--- config.mk ---
export PLATFORM = sky130hd
export DESIGN_NAME = fnv1a_five_lane_hash_120
export DESIGN_NICKNAME = d
export VERILOG_FILES = /design/src/rtl/fnv5_pkg.sv /design/src/rtl/fnv5_lanes.sv /design/src/rtl/fnv1a_five_lane_hash_120.sv
export SDC_FILE = /design/constraint.sdc
export NUM_CORES = 2
export LEC_CHECK = 0
export BUFFER_PORTS_ARGS = -buffer_cell sky130_fd_sc_hd__buf_2
export CAP_MARGIN = 10
export CORE_AREA = 2 2 246 490
export CTS_CLUSTER_DIAMETER = 100
export DETAILED_ROUTE_END_ITERATION = 10
export DIE_AREA = 0 0 248 492
export PLACE_DENSITY = 0.63
export SLEW_MARGIN = 20
export SYNTH_ARGS = -nofsm -noshare
export SYNTH_HDL_FRONTEND = slang
export SYNTH_SLANG_ARGS = --single-unit
--- constraint.sdc ---
create_clock -name clk -period 13.7 [get_ports clk]
set_input_delay 2.055 -clock clk [delete_from_list [all_inputs] [get_ports clk]]
set_output_delay 2.055 -clock clk [all_outputs]
set_load 0.05 [all_outputs]
--- src/rtl/fnv5_pkg.sv ---
// Shared types, seeds, primes and lane functions for the five-lane FNV-style hash.
// Used by fnv5_lanes and fnv1a_five_lane_hash_120; no dependencies.
package fnv5_pkg;

  localparam int unsigned LaneW  = 32;
  localparam int unsigned NLanes = 5;

  localparam logic [LaneW-1:0] SEED_ZERO  = 32'h811C9DC5;
  localparam logic [LaneW-1:0] SEED_ONE   = 32'hA1B2C3D4;
  localparam logic [LaneW-1:0] SEED_TWO   = 32'h9E3779B9;
  localparam logic [LaneW-1:0] SEED_THREE = 32'hC2B2AE35;
  localparam logic [LaneW-1:0] SEED_FOUR  = 32'h165667B1;

  localparam logic [LaneW-1:0] PRIME_A = 32'd16777619;
  localparam logic [LaneW-1:0] PRIME_B = 32'd2166136261;
  localparam logic [LaneW-1:0] PRIME_C = 32'd1099511627;

  localparam int unsigned ROT_ONE   = 5;
  localparam int unsigned ROT_THREE = 7;

  typedef logic [NLanes-1:0][LaneW-1:0] lanes_t;

  typedef struct packed {
    logic [LaneW-1:0] m3;
    logic [LaneW-1:0] m2;
    logic [LaneW-1:0] m1;
    logic [LaneW-1:0] m0;
  } digest_t;

  typedef struct packed {
    logic absorb;
    logic reload;
  } lane_ctl_t;

  function automatic lanes_t seeds();
    lanes_t s;
    s[0] = SEED_ZERO;
    s[1] = SEED_ONE;
    s[2] = SEED_TWO;
    s[3] = SEED_THREE;
    s[4] = SEED_FOUR;
    return s;
  endfunction

  function automatic logic [LaneW-1:0] rotl(input logic [LaneW-1:0] x, input int unsigned r);
    return (x << r) | (x >> (LaneW - r));
  endfunction

  function automatic lanes_t absorb_byte(input lanes_t l, input logic [7:0] c);
    lanes_t           n;
    logic [LaneW-1:0] cw;
    cw   = {{(LaneW-8){1'b0}}, c};
    n[0] = (l[0] ^ cw) * PRIME_A;
    n[1] = rotl(l[1] ^ cw, ROT_ONE) * PRIME_B;
    n[2] = (l[2] ^ cw) * PRIME_C;
    n[3] = rotl(l[3] ^ cw, ROT_THREE) * PRIME_A;
    n[4] = (l[4] ^ cw) * PRIME_B;
    return n;
  endfunction

  function automatic digest_t mix(input lanes_t l);
    digest_t d;
    d.m0 = l[0] ^ l[1] ^ l[2] ^ l[3] ^ l[4];
    d.m1 = l[1] ^ d.m0;
    d.m2 = l[2] ^ l[3];
    d.m3 = l[3] ^ l[4];
    return d;
  endfunction

endpackage

--- src/rtl/fnv5_lanes.sv ---
// Lane state of the five-lane hash: absorbs one byte per absorb request and reloads seeds.
// Depends on fnv5_pkg.
module fnv5_lanes (
  input  logic                clk,
  input  logic                rst,
  input  fnv5_pkg::lane_ctl_t ctl,
  input  logic [7:0]          data_byte,
  output fnv5_pkg::digest_t   digest
);

  fnv5_pkg::lanes_t lanes;
  fnv5_pkg::lanes_t lanes_next;

  always_comb begin
    lanes_next = ctl.absorb ? fnv5_pkg::absorb_byte(lanes, data_byte) : lanes;
  end

  assign digest = fnv5_pkg::mix(lanes_next);

  always_ff @(posedge clk) begin
    if (rst || ctl.reload) begin
      lanes <= fnv5_pkg::seeds();
    end else begin
      lanes <= lanes_next;
    end
  end

endmodule

--- src/rtl/fnv1a_five_lane_hash_120.sv ---
// Top level of the five-lane FNV-style byte hash with a 120-bit digest.
// Depends on fnv5_pkg and fnv5_lanes.
//
// One byte request is taken every clock cycle unless the input stalls; each
// lane does one constant multiply per byte, so the lane update loops through
// one register. A request with tlast closes the message and yields two 64-bit
// digest words, word 0 then word 1 (tuser gives the word index, tlast marks
// word 1). The output side holds one digest being sent plus one waiting digest,
// so input stalls only when two finished digests are queued, for example with
// back-to-back one-byte messages.
module fnv1a_five_lane_hash_120 (
  input  logic        clk,
  input  logic        rst,
  input  logic        s_tvalid,
  output logic        s_tready,
  input  logic [7:0]  s_tdata,   // [7:0] data_byte
  input  logic        s_tuser,   // [0] byte_valid
  input  logic        s_tlast,   // end_of_message
  output logic        m_tvalid,
  input  logic        m_tready,
  output logic [63:0] m_tdata,   // [63:0] digest_word
  output logic        m_tuser,   // [0] word_index
  output logic        m_tlast    // last_word
);

  fnv5_pkg::lane_ctl_t ctl;
  fnv5_pkg::digest_t   digest;

  fnv5_pkg::digest_t   act;
  fnv5_pkg::digest_t   act_next;
  logic                act_valid;
  logic                act_valid_next;
  logic                act_word;
  logic                act_word_next;
  fnv5_pkg::digest_t   pend;
  fnv5_pkg::digest_t   pend_next;
  logic                pend_valid;
  logic                pend_valid_next;

  logic accept;
  logic take;
  logic act_done;
  logic act_free;

  assign s_tready = !pend_valid;
  assign accept   = s_tvalid && s_tready;
  assign take     = accept && s_tlast;
  assign act_done = act_valid && m_tready && act_word;
  assign act_free = !act_valid || act_done;

  assign ctl.absorb = accept && s_tuser;
  assign ctl.reload = take;

  fnv5_lanes u_lanes (
    .clk       (clk),
    .rst       (rst),
    .ctl       (ctl),
    .data_byte (s_tdata),
    .digest    (digest)
  );

  always_comb begin
    act_next        = act;
    act_valid_next  = act_valid;
    act_word_next   = act_word;
    pend_next       = pend;
    pend_valid_next = pend_valid;
    if (act_free) begin
      if (pend_valid) begin
        act_next        = pend;
        act_valid_next  = 1'b1;
        act_word_next   = 1'b0;
        pend_valid_next = 1'b0;
      end else if (take) begin
        act_next       = digest;
        act_valid_next = 1'b1;
        act_word_next  = 1'b0;
      end else begin
        act_valid_next = 1'b0;
        act_word_next  = 1'b0;
      end
    end else begin
      if (m_tready) begin
        act_word_next = 1'b1;
      end
      if (take) begin
        pend_next       = digest;
        pend_valid_next = 1'b1;
      end
    end
  end

  always_ff @(posedge clk) begin
    if (rst) begin
      act_valid  <= 1'b0;
      act_word   <= 1'b0;
      pend_valid <= 1'b0;
    end else begin
      act_valid  <= act_valid_next;
      act_word   <= act_word_next;
      pend_valid <= pend_valid_next;
    end
  end

  always_ff @(posedge clk) begin
    act  <= act_next;
    pend <= pend_next;
  end

  assign m_tvalid = act_valid;
  assign m_tuser  = act_word;
  assign m_tlast  = act_word;
  assign m_tdata  = act_word ? {8'd0, act.m3[23:0], act.m2} : {act.m1, act.m0};

  a_pend_needs_act: assert property (@(posedge clk) disable iff (rst)
    pend_valid |-> act_valid)
    else $error("waiting digest without an active digest");

  a_word_advance: assert property (@(posedge clk) disable iff (rst)
    act_valid && !act_word && m_tready |=> act_valid && act_word)
    else $error("word 0 taken but word 1 not presented");

  a_pend_promote: assert property (@(posedge clk) disable iff (rst)
    pend_valid && act_done |=> act_valid && !act_word && !pend_valid)
    else $error("waiting digest not promoted after word 1");

  a_word1_hold: assert property (@(posedge clk) disable iff (rst)
    act_valid && act_word && !m_tready |=> act_valid && act_word && $stable(act))
    else $error("stalled word 1 changed");

endmodule

==> results.yml <==
run_status:
  status: "completed"
cells_and_area:
  net_count_final: 6854
  area_delta_synth_final_pct: 7.22
  post_route_cells_drive_above_1_share: 0.0738
  n_antenna_cell: 0
  finish.utilization: 0.478
  fillCellCount: 10900
timing:
  layout_min_cycle_time_ns: 10.40
  slew_of_the_pin_with_the_lowest_slew_margin_ns: 1.13
  worst_slew_margin_rel: 0.246
  timing_max_transition_violations_final: 0
  setup-tns-final_ns: 0
  period_share: 0.759
  achievable-frequency_mhz: 96.2
  timing.clock.skew_ns: 0.0216
  report.final.setup_viol: 0
  rsz0062_at_grt: "no"
  final_hold_viol_count: 0
clock_network:
  post_cts_resize_count: 0
  clock_sinks: 403
  clock_tree.buffer_depth: 3
  ctsRootBufferMaster: "sky130_fd_sc_hd__clkbuf_16"
  clk_pin_slew_worst_paths_ns: 0.06
  clock_tree_from_tritoncts: "done"
  cts-buffers-inserted: 42
  postCtsSetupBuffers: 0
  clk-insertion-delay-late_ns: 0.57
  cts_hold_buf: 0
  htreeDepth: 2
synthesis:
  synth.lib_cells_used.distinct: 80
  postSynth.asyncResetShare: 0
  synth.avg_cell_area_um2: 10.3
  synthDominantAreaCellType: "sky130_fd_sc_hd__fa_1"
  cell_with_the_most_instances_after_synthesis: "sky130_fd_sc_hd__inv_1"
  synthCells: 5153
  yosys-top-cells-area: "sky130_fd_sc_hd__fa_1 26%, sky130_fd_sc_hd__ha_1 22%, sky130_fd_sc_hd__edfxtp_1 14%"
  synthesis.nets: 6767
  post-synth-top-area-fraction: 0.255
  ys_seq_elements: 403
  yosysWarningCount: 0
  yosys-top-cells-count: "1230 x sky130_fd_sc_hd__inv_1, 926 x sky130_fd_sc_hd__ha_1, 674 x sky130_fd_sc_hd__fa_1"
  number_of_synthesized_flops_with_an_enable_pin: 240
  synth_seq_area_share: 0.198
  netlist_area_um2: 52900
  synth-main-ff-cell: "sky130_fd_sc_hd__edfxtp_1"
routing:
  routed_wirelength_mm: 152
  dr.first_iter.drc_count: 2635
  m1WireLength_mm: 65.3
  top_layer: "met4"
  detail_route.first_pass.iterations: 5
  drc_errors_left: 0
  viasPerCell: 5.28
  drtAntennaViolNets: 0
  routed_wire_length_per_instance_um: 22.4
  dr_wl_met3_mm: 7.88
  wl_met2_mm: 73.8
  vias: 36000
floorplanning:
  dieWidth_um: 248
  floorplan.initialDensity: 0.446
  io_pins: 82
  fp.coreArea_um2: 118000
  die_area_um2: 122000
  placementRows: 179
  die_y_um: 492
setup_path:
  critical_path_buf_inv_count: 4
  cp_top_family: "adder cells"
  cp-end-kind: "flip-flop"
  worst_ep_required_time_ns: 14.02
  cp_max_fo: 5
  timing.critical_path.slowest_cell_delay_ns: 0.81
  crit_arrival_ns: 10.72
  worst_path_max_delay_cell: "sky130_fd_sc_hd__xnor2_1"
  crit_path_start_kind: "input pin"
  worst_path_most_repeated_cell: "sky130_fd_sc_hd__fa_1"
  timing_worst_setup_path_type: "input pin to flip-flop"
global_routing:
  globalRoute.totalOverflow: 0
  first_pass_grt_wire_length_mm: 233
  pin_count_of_the_biggest_net_entering_global_routing: 72
  track_usage: 0.256
  grt_antenna_before_repair: 1
  grt_pass1_vias: 38300
place:
  dpl.hpwl_mm: 129
  routabilityCongestion: 0.990
  place.port_buffers: 81
min_path:
  worstHoldPathType: "flip-flop to flip-flop"
run:
  number_of_max_capacitance_violations_reported: 0
==> layout by cell type (no fill, tap or decap), types with 158 or more instances in the layout <==
cell type	synthesis	layout
sky130_fd_sc_hd__fa_1	674	674
sky130_fd_sc_hd__xnor2_1	287	287
sky130_fd_sc_hd__edfxtp_1	240	240
sky130_fd_sc_hd__ha_1	926	926
sky130_fd_sc_hd__nor2_1	167	167
sky130_fd_sc_hd__xor2_1	161	158
sky130_fd_sc_hd__inv_1	1230	1230
sky130_fd_sc_hd__a21oi_1	164	163
sky130_fd_sc_hd__dfxtp_1	163	161
sky130_fd_sc_hd__nand2_1	280	280
==> worst reg2reg max path, delay by kind of cell, from the launching register on <==
kind	cells	cell delay, ns
compound gates	7	1.66
xor+xnor	5	1.95
fa+ha+maj	9	3.99
buf+inv	3	0.48
flops	1	0.33
mux	1	0.28
==> layer usage <==
metal	vias to the layer above	track usage
li1	16700	-
met1	18100	0.343
met2	1049	0.434
met3	208	0.0259
met4	0	0.0777
met5	-	0
==> sequential cells by signal, indices dropped and copies added (netlist names) <==
name / cells
m_tlast: 1
act: 120
pend: 120
u_lanes.lanes: 160
pend_valid: 1
m_tvalid: 1
==> layout make-up <==
type | instances | area [µm²] | area share
tap | 1538 | 1920 | 0.0339
multi-input combinational | 3423 | 37500 | 0.661
inverter | 1231 | 4620 | 0.0816
clock buffer | 58 | 1180 | 0.0207
sequential | 403 | 10500 | 0.185
timing repair buffer | 139 | 841 | 0.0148
clock inverter | 20 | 160 | 0.00283
==> metrics by stage <==
stage          hold slack [ns]  instances  setup slack, ns  area [µm²]
3_5_place_dp             0.489       6734             2.80       55300
6_report                 0.505       6812             3.30       56700
4_1_cts                  0.502       6812             3.36       56700
3_3_place_gp             0.486       6734             2.87       55300
2_1_floorplan            0.459       5153             2.52       52900
5_1_grt                  0.519       6812             3.04       56700
==> path summary, 6_finish.rpt <==
path              depth (start not counted)  slack [ns]               from           endpoint
setup / recovery                         26        3.30         s_tdata[5]            act[31]
hold reg to reg                           2        0.50  u_lanes.lanes[65]  u_lanes.lanes[65]
setup reg to reg                         25        4.78  u_lanes.lanes[69]            act[31]
hold / removal                            2        0.50  u_lanes.lanes[65]  u_lanes.lanes[65]
==> logic make-up after synthesis <==
group / after synthesis / synth area share
xor+xnor: 452 / 0.0759
compound gates: 529 / 0.0628
simple gates: 665 / 0.0572
buf+inv: 1327 / 0.0944
fa+ha+maj: 1600 / 0.474
flops: 403 / 0.198
mux: 177 / 0.0373
Power is left out: the tool's default activity adds up to more than one toggle a clock period on the data nets, which glitch-free logic cannot reach.
